$ cat src/design/sttl_pkg.sv
// Types, codes and byte classification for the scene text token lexer.
`default_nettype none
package sttl_pkg;

	localparam int LINE_BITS_DEF   = 16;
	localparam int COLUMN_BITS_DEF = 16;
	localparam int POS_W           = 16;

	typedef enum logic [2:0] {
		MODE_IDLE    = 3'd0,
		MODE_IDENT   = 3'd1,
		MODE_NUM     = 3'd2,
		MODE_STR     = 3'd3,
		MODE_ESC     = 3'd4,
		MODE_SLASH   = 3'd5,
		MODE_COMMENT = 3'd6
	} mode_t;

	localparam logic [1:0] CLASS_IGNORED = 2'd0;
	localparam logic [1:0] CLASS_START   = 2'd1;
	localparam logic [1:0] CLASS_CONT    = 2'd2;

	localparam logic [1:0] KIND_SYMBOL = 2'd0;
	localparam logic [1:0] KIND_IDENT  = 2'd1;
	localparam logic [1:0] KIND_NUM    = 2'd2;
	localparam logic [1:0] KIND_STR    = 2'd3;

	localparam logic [2:0] ERR_NONE     = 3'd0;
	localparam logic [2:0] ERR_INVALID  = 3'd1;
	localparam logic [2:0] ERR_SLASH    = 3'd2;
	localparam logic [2:0] ERR_UNCLOSED = 3'd3;
	localparam logic [2:0] ERR_HELD     = 3'd4;

	localparam logic [7:0] CH_TAB    = 8'h09;
	localparam logic [7:0] CH_LF     = 8'h0A;
	localparam logic [7:0] CH_CR     = 8'h0D;
	localparam logic [7:0] CH_SP     = 8'h20;
	localparam logic [7:0] CH_QUOTE  = 8'h22;
	localparam logic [7:0] CH_DOLLAR = 8'h24;
	localparam logic [7:0] CH_PLUS   = 8'h2B;
	localparam logic [7:0] CH_COMMA  = 8'h2C;
	localparam logic [7:0] CH_MINUS  = 8'h2D;
	localparam logic [7:0] CH_DOT    = 8'h2E;
	localparam logic [7:0] CH_SLASH  = 8'h2F;
	localparam logic [7:0] CH_COLON  = 8'h3A;
	localparam logic [7:0] CH_AT     = 8'h40;
	localparam logic [7:0] CH_BSLASH = 8'h5C;
	localparam logic [7:0] CH_UNDER  = 8'h5F;
	localparam logic [7:0] CH_LBRACE = 8'h7B;
	localparam logic [7:0] CH_RBRACE = 8'h7D;

	typedef struct packed {
		logic [7:0] byte_in;
		logic       file_start;
		logic       file_end;
	} src_word_t;

	typedef struct packed {
		logic [1:0]       byte_class;
		logic [1:0]       token_kind;
		logic [POS_W-1:0] line_number;
		logic [POS_W-1:0] column_number;
		logic [2:0]       error_code;
	} res_word_t;

	typedef struct packed {
		mode_t mode;
		logic  cr_pending;
		logic  error_held;
	} lex_ctl_t;

	function automatic logic is_alpha(input logic [7:0] c);
		return (c >= 8'h41 && c <= 8'h5A) || (c >= 8'h61 && c <= 8'h7A);
	endfunction

	function automatic logic is_digit(input logic [7:0] c);
		return c >= 8'h30 && c <= 8'h39;
	endfunction

	function automatic logic is_symbol(input logic [7:0] c);
		return c == CH_LBRACE || c == CH_RBRACE || c == CH_COLON || c == CH_COMMA
			|| c == CH_AT;
	endfunction

	function automatic logic is_ident_start(input logic [7:0] c);
		return c == CH_UNDER || c == CH_DOLLAR || is_alpha(c);
	endfunction

	function automatic logic is_ident_cont(input logic [7:0] c);
		return c == CH_UNDER || is_alpha(c) || is_digit(c);
	endfunction

	function automatic logic is_num_start(input logic [7:0] c);
		return c == CH_PLUS || c == CH_MINUS || c == CH_DOT || is_digit(c);
	endfunction

	function automatic logic is_num_cont(input logic [7:0] c);
		return c == CH_DOT || is_digit(c);
	endfunction

endpackage
`default_nettype wire

$ cat src/design/sttl_step.sv
// Per-word lexer step: mode update, position counting, error reporting.
`default_nettype none
module sttl_step #(
	parameter int LINE_BITS   = sttl_pkg::LINE_BITS_DEF,
	parameter int COLUMN_BITS = sttl_pkg::COLUMN_BITS_DEF
) (
	input  sttl_pkg::src_word_t   src,
	input  sttl_pkg::lex_ctl_t    ctl,
	input  logic [LINE_BITS-1:0]  line,
	input  logic [COLUMN_BITS-1:0] col,
	output sttl_pkg::lex_ctl_t    ctl_nxt,
	output logic [LINE_BITS-1:0]  line_nxt,
	output logic [COLUMN_BITS-1:0] col_nxt,
	output sttl_pkg::res_word_t   res
);

	sttl_pkg::mode_t        mode_e;
	sttl_pkg::mode_t        mode_n;
	logic                   cr_e;
	logic                   held_e;
	logic [LINE_BITS-1:0]   line_e;
	logic [COLUMN_BITS-1:0] col_e;
	logic [7:0]             c;
	logic [1:0]             cls;
	logic [1:0]             kind;
	logic [2:0]             err;
	logic                   idle;
	logic                   brk;
	logic                   adv;
	logic                   cr_n;
	logic [sttl_pkg::POS_W-1:0] line_out;
	logic [sttl_pkg::POS_W-1:0] col_out;

	// file_start restarts from the reset state
	assign mode_e = src.file_start ? sttl_pkg::MODE_IDLE : ctl.mode;
	assign cr_e   = src.file_start ? 1'b0 : ctl.cr_pending;
	assign held_e = src.file_start ? 1'b0 : ctl.error_held;
	assign line_e = src.file_start ? '0 : line;
	assign col_e  = src.file_start ? '0 : col;
	assign c      = src.byte_in;

	always_comb begin
		cls    = sttl_pkg::CLASS_IGNORED;
		kind   = sttl_pkg::KIND_SYMBOL;
		err    = sttl_pkg::ERR_NONE;
		idle   = 1'b0;
		brk    = 1'b0;
		adv    = 1'b1;
		cr_n   = 1'b0;
		mode_n = mode_e;
		if (cr_e && c == sttl_pkg::CH_LF) begin
			adv = 1'b0;
		end else begin
			unique case (mode_e)
				sttl_pkg::MODE_ESC: begin
					cls    = sttl_pkg::CLASS_CONT;
					kind   = sttl_pkg::KIND_STR;
					mode_n = sttl_pkg::MODE_STR;
				end
				sttl_pkg::MODE_STR: begin
					if (c == sttl_pkg::CH_CR || c == sttl_pkg::CH_LF) begin
						err  = sttl_pkg::ERR_UNCLOSED;
						idle = 1'b1;
					end else begin
						cls  = sttl_pkg::CLASS_CONT;
						kind = sttl_pkg::KIND_STR;
						if (c == sttl_pkg::CH_QUOTE) begin
							mode_n = sttl_pkg::MODE_IDLE;
						end else if (c == sttl_pkg::CH_BSLASH) begin
							mode_n = sttl_pkg::MODE_ESC;
						end
					end
				end
				sttl_pkg::MODE_IDENT: begin
					if (sttl_pkg::is_ident_cont(c)) begin
						cls  = sttl_pkg::CLASS_CONT;
						kind = sttl_pkg::KIND_IDENT;
					end else begin
						idle = 1'b1;
					end
				end
				sttl_pkg::MODE_NUM: begin
					if (sttl_pkg::is_num_cont(c)) begin
						cls  = sttl_pkg::CLASS_CONT;
						kind = sttl_pkg::KIND_NUM;
					end else begin
						idle = 1'b1;
					end
				end
				sttl_pkg::MODE_SLASH: begin
					if (c == sttl_pkg::CH_SLASH) begin
						mode_n = sttl_pkg::MODE_COMMENT;
					end else begin
						err  = sttl_pkg::ERR_SLASH;
						idle = 1'b1;
					end
				end
				sttl_pkg::MODE_COMMENT: begin
					if (c == sttl_pkg::CH_CR || c == sttl_pkg::CH_LF) begin
						idle = 1'b1;
					end
				end
				default: begin
					idle = 1'b1;
				end
			endcase
			if (idle) begin
				mode_n = sttl_pkg::MODE_IDLE;
				if (c == sttl_pkg::CH_SP || c == sttl_pkg::CH_TAB) begin
					cls = sttl_pkg::CLASS_IGNORED;
				end else if (c == sttl_pkg::CH_CR) begin
					brk  = 1'b1;
					cr_n = 1'b1;
				end else if (c == sttl_pkg::CH_LF) begin
					brk = 1'b1;
				end else if (sttl_pkg::is_symbol(c)) begin
					cls  = sttl_pkg::CLASS_START;
					kind = sttl_pkg::KIND_SYMBOL;
				end else if (sttl_pkg::is_ident_start(c)) begin
					cls    = sttl_pkg::CLASS_START;
					kind   = sttl_pkg::KIND_IDENT;
					mode_n = sttl_pkg::MODE_IDENT;
				end else if (sttl_pkg::is_num_start(c)) begin
					cls    = sttl_pkg::CLASS_START;
					kind   = sttl_pkg::KIND_NUM;
					mode_n = sttl_pkg::MODE_NUM;
				end else if (c == sttl_pkg::CH_QUOTE) begin
					cls    = sttl_pkg::CLASS_START;
					kind   = sttl_pkg::KIND_STR;
					mode_n = sttl_pkg::MODE_STR;
				end else if (c == sttl_pkg::CH_SLASH) begin
					mode_n = sttl_pkg::MODE_SLASH;
				end else if (err == sttl_pkg::ERR_NONE) begin
					err = sttl_pkg::ERR_INVALID;
				end
			end
		end

		// end of file: report open string or pending slash, drop back to idle
		if (src.file_end) begin
			if (err == sttl_pkg::ERR_NONE
				&& (mode_n == sttl_pkg::MODE_STR || mode_n == sttl_pkg::MODE_ESC)) begin
				err = sttl_pkg::ERR_UNCLOSED;
			end
			if (err == sttl_pkg::ERR_NONE && mode_n == sttl_pkg::MODE_SLASH) begin
				err = sttl_pkg::ERR_SLASH;
			end
			mode_n = sttl_pkg::MODE_IDLE;
			cr_n   = 1'b0;
		end
	end

	always_comb begin
		line_nxt = line_e;
		col_nxt  = col_e;
		if (brk) begin
			line_nxt = (line_e == '1) ? line_e : line_e + 1'b1;
			col_nxt  = '0;
		end else if (adv) begin
			col_nxt = (col_e == '1) ? col_e : col_e + 1'b1;
		end
	end

	generate
		if (LINE_BITS > sttl_pkg::POS_W) begin : g_line_clamp
			assign line_out = (|line_e[LINE_BITS-1:sttl_pkg::POS_W]) ? '1
				: line_e[sttl_pkg::POS_W-1:0];
		end else begin : g_line_ext
			assign line_out = sttl_pkg::POS_W'(line_e);
		end
		if (COLUMN_BITS > sttl_pkg::POS_W) begin : g_col_clamp
			assign col_out = (|col_e[COLUMN_BITS-1:sttl_pkg::POS_W]) ? '1
				: col_e[sttl_pkg::POS_W-1:0];
		end else begin : g_col_ext
			assign col_out = sttl_pkg::POS_W'(col_e);
		end
	endgenerate

	assign ctl_nxt.mode       = mode_n;
	assign ctl_nxt.cr_pending = cr_n;
	assign ctl_nxt.error_held = held_e || (err != sttl_pkg::ERR_NONE);

	assign res.byte_class    = cls;
	assign res.token_kind    = kind;
	assign res.line_number   = line_out;
	assign res.column_number = col_out;
	assign res.error_code    = (err != sttl_pkg::ERR_NONE) ? err
		: (held_e ? sttl_pkg::ERR_HELD : sttl_pkg::ERR_NONE);

endmodule
`default_nettype wire

$ cat src/design/scene_text_token_lexer_unit.sv
// Scene text token lexer: input register, lexer step, state and result register.
//
//  channel | signals                       | word type
//  --------+-------------------------------+---------------------
//  source  | src_valid src_ready src_data  | sttl_pkg::src_word_t
//  result  | res_valid res_ready res_data  | sttl_pkg::res_word_t
//
// One result word per source word, one word per cycle sustained while res_ready holds.
// Each word passes through the source register, then the result register.
// The lexer state advances when a word moves into the result register.
// A stalled result holds; one more word waits in the source register.
// arst_n clears valids, lexer mode, flags and position counters.
`default_nettype none
module scene_text_token_lexer_unit #(
	parameter int LINE_BITS   = sttl_pkg::LINE_BITS_DEF,
	parameter int COLUMN_BITS = sttl_pkg::COLUMN_BITS_DEF
) (
	input  logic                clk,
	input  logic                arst_n,
	input  logic                src_valid,
	output logic                src_ready,
	input  sttl_pkg::src_word_t src_data,
	output logic                res_valid,
	input  logic                res_ready,
	output sttl_pkg::res_word_t res_data
);

	sttl_pkg::src_word_t    src_s1;
	logic                   vld_s1;
	sttl_pkg::lex_ctl_t     ctl_q;
	sttl_pkg::lex_ctl_t     ctl_nxt;
	logic [LINE_BITS-1:0]   line_q;
	logic [LINE_BITS-1:0]   line_nxt;
	logic [COLUMN_BITS-1:0] col_q;
	logic [COLUMN_BITS-1:0] col_nxt;
	sttl_pkg::res_word_t    res_nxt;
	sttl_pkg::res_word_t    res_s2;
	logic                   vld_s2;
	logic                   advance;

	assign advance   = vld_s1 && (!vld_s2 || res_ready);
	assign src_ready = !vld_s1 || advance;

	always_ff @(posedge clk or negedge arst_n) begin
		if (!arst_n) begin
			vld_s1 <= 1'b0;
		end else if (src_ready) begin
			vld_s1 <= src_valid;
		end
	end

	always_ff @(posedge clk) begin
		if (src_valid && src_ready) begin
			src_s1 <= src_data;
		end
	end

	sttl_step #(
		.LINE_BITS   (LINE_BITS),
		.COLUMN_BITS (COLUMN_BITS)
	) u_step (
		.src      (src_s1),
		.ctl      (ctl_q),
		.line     (line_q),
		.col      (col_q),
		.ctl_nxt  (ctl_nxt),
		.line_nxt (line_nxt),
		.col_nxt  (col_nxt),
		.res      (res_nxt)
	);

	always_ff @(posedge clk or negedge arst_n) begin
		if (!arst_n) begin
			ctl_q.mode       <= sttl_pkg::MODE_IDLE;
			ctl_q.cr_pending <= 1'b0;
			ctl_q.error_held <= 1'b0;
			line_q           <= '0;
			col_q            <= '0;
		end else if (advance) begin
			ctl_q  <= ctl_nxt;
			line_q <= line_nxt;
			col_q  <= col_nxt;
		end
	end

	always_ff @(posedge clk or negedge arst_n) begin
		if (!arst_n) begin
			vld_s2 <= 1'b0;
		end else if (advance) begin
			vld_s2 <= 1'b1;
		end else if (res_ready) begin
			vld_s2 <= 1'b0;
		end
	end

	always_ff @(posedge clk) begin
		if (advance) begin
			res_s2 <= res_nxt;
		end
	end

	assign res_valid = vld_s2;
	assign res_data  = res_s2;

endmodule
`default_nettype wire

$ cat config.mk
export PLATFORM = sky130hd
export DESIGN_NAME = scene_text_token_lexer_unit
export DESIGN_NICKNAME = d
export VERILOG_FILES = /design/src/design/sttl_pkg.sv /design/src/design/sttl_step.sv /design/src/design/scene_text_token_lexer_unit.sv
export SDC_FILE = /design/constraint.sdc
export NUM_CORES = 1
export LEC_CHECK = 0
export BUFFER_PORTS_ARGS = -buffer_cell sky130_fd_sc_hd__buf_2
export CORE_MARGIN = 2
export CORE_UTILIZATION = 39
export CTS_CLUSTER_DIAMETER = 200
export DETAILED_ROUTE_END_ITERATION = 16
export MAX_ROUTING_LAYER = met4
export PLACE_DENSITY = 0.55
export SKIP_CTS_REPAIR_TIMING = 1
export SYNTH_ARGS = -nofsm -noshare
export SYNTH_HDL_FRONTEND = slang
export SYNTH_SLANG_ARGS = --single-unit
$ cat constraint.sdc
create_clock -name clk -period 4.74 [get_ports clk]
set_clock_uncertainty 0.15 [all_clocks]
set_input_delay 0.237 -clock clk [delete_from_list [all_inputs] [get_ports clk]]
set_output_delay 0.237 -clock clk [all_outputs]
set_load 0.02 [all_outputs]
==> flow_summary.rst <==
.. list-table::
   :header-rows: 1

   * - Metric
     - Value
   * - Sort of element at the start of the critical path
     - register
   * - Share of flip-flops with an asynchronous set or reset
     - 44.3%
   * - Worst hold slack after final layout
     - 0.0464 ns
   * - Synthesized netlist cell count
     - 443
   * - Final count of hold timing violations
     - 0
   * - Kind of critical path
     - register to register
   * - Slew at the pin closest to its max-slew limit
     - 0.935 ns
   * - Count of maximum capacitance violations
     - 0
   * - Number of buffers on the longest clock path
     - 2
   * - Nets
     - 516
   * - Post-route standard cell area excluding fillers
     - 5340 um2
   * - Total standard cell area after synthesis
     - 4510 um2
   * - RSZ-0062 raised after global routing
     - no
   * - Clock Sinks
     - 88
   * - # placed instances
     - 620
   * - Chip Height
     - 112 um
   * - Number of different library cells in the post-synthesis netlist
     - 57
   * - Power per standard cell area
     - 354 nW/um2
   * - Number of ports placed on the die boundary
     - 55
   * - CP endpoint kind
     - register
   * - Crit-path max cell delay
     - 0.73 ns
   * - Critical R2R Launch
     - src_s1[2]
   * - Port Buffers
     - 54
   * - Depth of the worst hold-timing path
     - 3
   * - Reg-to-reg endpoint
     - col_q[0]
   * - Number of synthesized register bits
     - 88
   * - Wirelength per Cell
     - 15.5 um
   * - Number of nets in the synthesized netlist
     - 459
   * - Register area
     - 2450 um2
   * - Total length of routed met2 wires
     - 4.62 mm
   * - Via count
     - 3,507
   * - First-pass GRT wire length
     - 16.6 mm
   * - Antenna diode instance count
     - 0
   * - Deepest level of the CTS H-tree
     - 3
   * - Post-synth EDFFs
     - 49
   * - Count of final setup violators
     - 0
   * - Worst reg-to-reg path cell count
     - 8
   * - Clock slew at reported path FFs
     - 0.06 ns
   * - Required time at the worst-slack endpoint
     - 4.82 ns
   * - Starting Density
     - 39.7%
   * - List of cells traversed by the critical path
     - or3b_1 > a211oi_4 > a31oi_1 > o311a_1 > a21o_4 > o21bai_1 > o21ai_0 > a22o_1
   * - Maximum operating frequency
     - 0.273 GHz
   * - Uppermost metal layer occupied by signal nets
     - met4
   * - Primary FF master, synth
     - edfxtp_1
   * - Vias in the first global route
     - 3,275
   * - Synthesis-to-finish area growth
     - 18.4%
   * - Amount of wire on met3 after detailed routing
     - 372 um
   * - Detailed-route wire length on metal 1
     - 4.88 mm
   * - Min-delay worst type
     - input pin to register
   * - Antenna violations before repair
     - 0
   * - Final worst-path cycle share
     - 77.1%
   * - Hold Crit Start
     - res_ready
   * - Die Area
     - 12,400 um2
   * - Syn. warnings
     - 0
   * - Clock buffers created by TritonCTS
     - 9
   * - Later-pin clock latency in the skew report
     - 0.34 ns
   * - Worst Path Max Fanout
     - 14
   * - VDD IR-drop max
     - 0.194 mV
   * - Detail Route Antenna Nets
     - 0
   * - Static leakage
     - 2.08 nW
   * - Max_slew headroom
     - 37.7%
   * - HPWL after detailed placement
     - 6.68 mm
   * - Number of placement rows
     - 39
   * - Starting DRC count in detailed routing
     - 164
   * - Buffers plus inverters on the worst setup path
     - 0
   * - Remaining routing DRC violations
     - 0
   * - Clock tree from TritonCTS
     - yes
   * - Worst Hold Path EP
     - res_valid
   * - Root buffer cell
     - clkbuf_16
   * - Sequential element share of the synthesized area
     - 54.2%
   * - Placed cell areas
     - 4900 um2
   * - Worst reg2reg setup slack
     - 1.08 ns
   * - Outcome
     - complete, no violations
   * - Number of stages on the worst setup path
     - 8
   * - Weighted congestion at the end of routability-driven global placement
     - 0.830
   * - Total detailed-routing wirelength
     - 10.0 mm
   * - Area taken by multi-input logic gates
     - 1950 um2
   * - Synthesized area divided by synthesized cell count
     - 10.2 um2
   * - Maximum number of pins on one net before global-route repair
     - 48
   * - Placeable core area
     - 11,400 um2
   * - First-pass detailed-route iteration total
     - 4
   * - GR Overflow Total
     - 0
   * - Cell with the largest stage delay on the worst path
     - o21bai_1
   * - DIE WIDTH
     - 112 um
   * - Vias/cell
     - 5.41
   * - Worst endpoint data arrival time
     - 3.74 ns
   * - Min Tclk post-route
     - 3.66 ns
   * - Family with the most delay on the worst path
     - compound AO/OA/AOI/OAI gates
   * - Post-layout instance count excluding filler cells
     - 648
   * - All-Layer GR Usage
     - 17.2%
   * - Final-layout setup total negative slack
     - 0 ns
   * - Fillers
     - 1,072
   * - Count of final max-slew check failures
     - 0
   * - Crit path launch
     - src_s1[2]
   * - Ratio of cells with drive above 1 in the final layout
     - 16.0%
cell usage after synthesis (10+ instances only):
library cell / n / area [um2]
xor2_1: 10 / 87.6
nand3_1: 14 / 70.1
nor3_1: 11 / 55.1
a21oi_1: 16 / 80.1
dfrtp_1: 39 / 976
nor2_1: 35 / 131
clkbuf_1: 23 / 86.3
o21ai_0: 27 / 135
nand2_1: 56 / 210
nand4_1: 10 / 62.6
edfxtp_1: 49 / 1470
nor2b_1: 36 / 225
worst max path at each step:
stage	to	slack, ns
global placement	col_q[0]	1.17
global route	col_q[0]	0.76
CTS	col_q[0]	1.08
finish	col_q[0]	1.08
detailed placement	col_q[0]	1.09
floorplan	col_q[15]	1.29
worst register-to-register path, cell delays in order, from the launching register on:
cell	delay, ns
edfxtp_1	0.56
or3b_1	0.55
a211oi_4	0.40
a31oi_1	0.16
o311a_1	0.21
a21o_4	0.28
o21bai_1	0.73
o21ai_0	0.23
a22o_1	0.27
where the power goes:
part	switching [mW]	internal, mW
registers	0.0425	0.864
clock network	0.298	0.465
logic	0.143	0.0779
total	0.484	1.41
through the flow:
step           util, %  power [mW]  worst slack, ns
3_5_place_dp      43.1        1.14             1.09
2_1_floorplan        -        1.06             1.29
5_1_grt           47.0        1.98            0.765
6_report          47.0        1.89             1.08
4_1_cts           45.9        1.91             1.08
3_3_place_gp      43.1        1.14             1.17
state kept, by name, indices dropped and copies added, names as in the netlist:
signal / count
vld_s1: 1
ctl_q: 5
src_s1: 10
col_q: 16
res_valid: 1
res_data: 39
line_q: 16
routing by layer:
layer	track usage, %	vias to the layer above
met5	-	-
met4	7.49	0
met3	2.34	12
met2	25.3	87
met1	24.0	1671
li1	-	1737
area by class of cell:
type | count | share of cell area, %
flip-flops and latches | 88 | 45.8
repair buffers | 71 | 8.01
well taps | 143 | 3.35
inverters | 4 | 0.281
clock buffers | 10 | 4.29
clock inverters | 6 | 1.69
multi-input cells | 326 | 36.6
layout by cell type (no fill, tap or decap), types with 3 or more instances in the layout:
cell,count
o22ai_1,3
a22o_1,4
a41oi_1,3
nand4_1,10
nor3b_1,3
buf_2,54
and2_1,5
or3_1,3
o21ai_0,27
and3_1,5
xnor2_1,7
mux2i_1,4
nor2b_1,36
nand2_1,56
or4_1,4
and4_1,3
nor2_1,35
o31ai_1,9
nand3b_1,3
nand2b_1,8
nand3_1,14
a21oi_1,16
clkbuf_16,9
dfrtp_1,39
nor4b_1,4
o41ai_1,3
xor2_1,10
nor3_1,11
a31oi_1,5
buf_4,5
inv_1,3
nor4_1,5
dlygate4sd3_1,12
edfxtp_1,49
cell families after synthesis:
group	after synthesis	synth area share [%]
muxes	4	0.887
xor gates and xnor gates	17	3.30
adders and majority gates	2	0.555
AOI/OAI and AO/OA	88	13.0
buffers and inverters	29	2.47
DFF	88	54.2
and+or+nand+nor	215	25.6
Power figures use the tool's default switching activity.
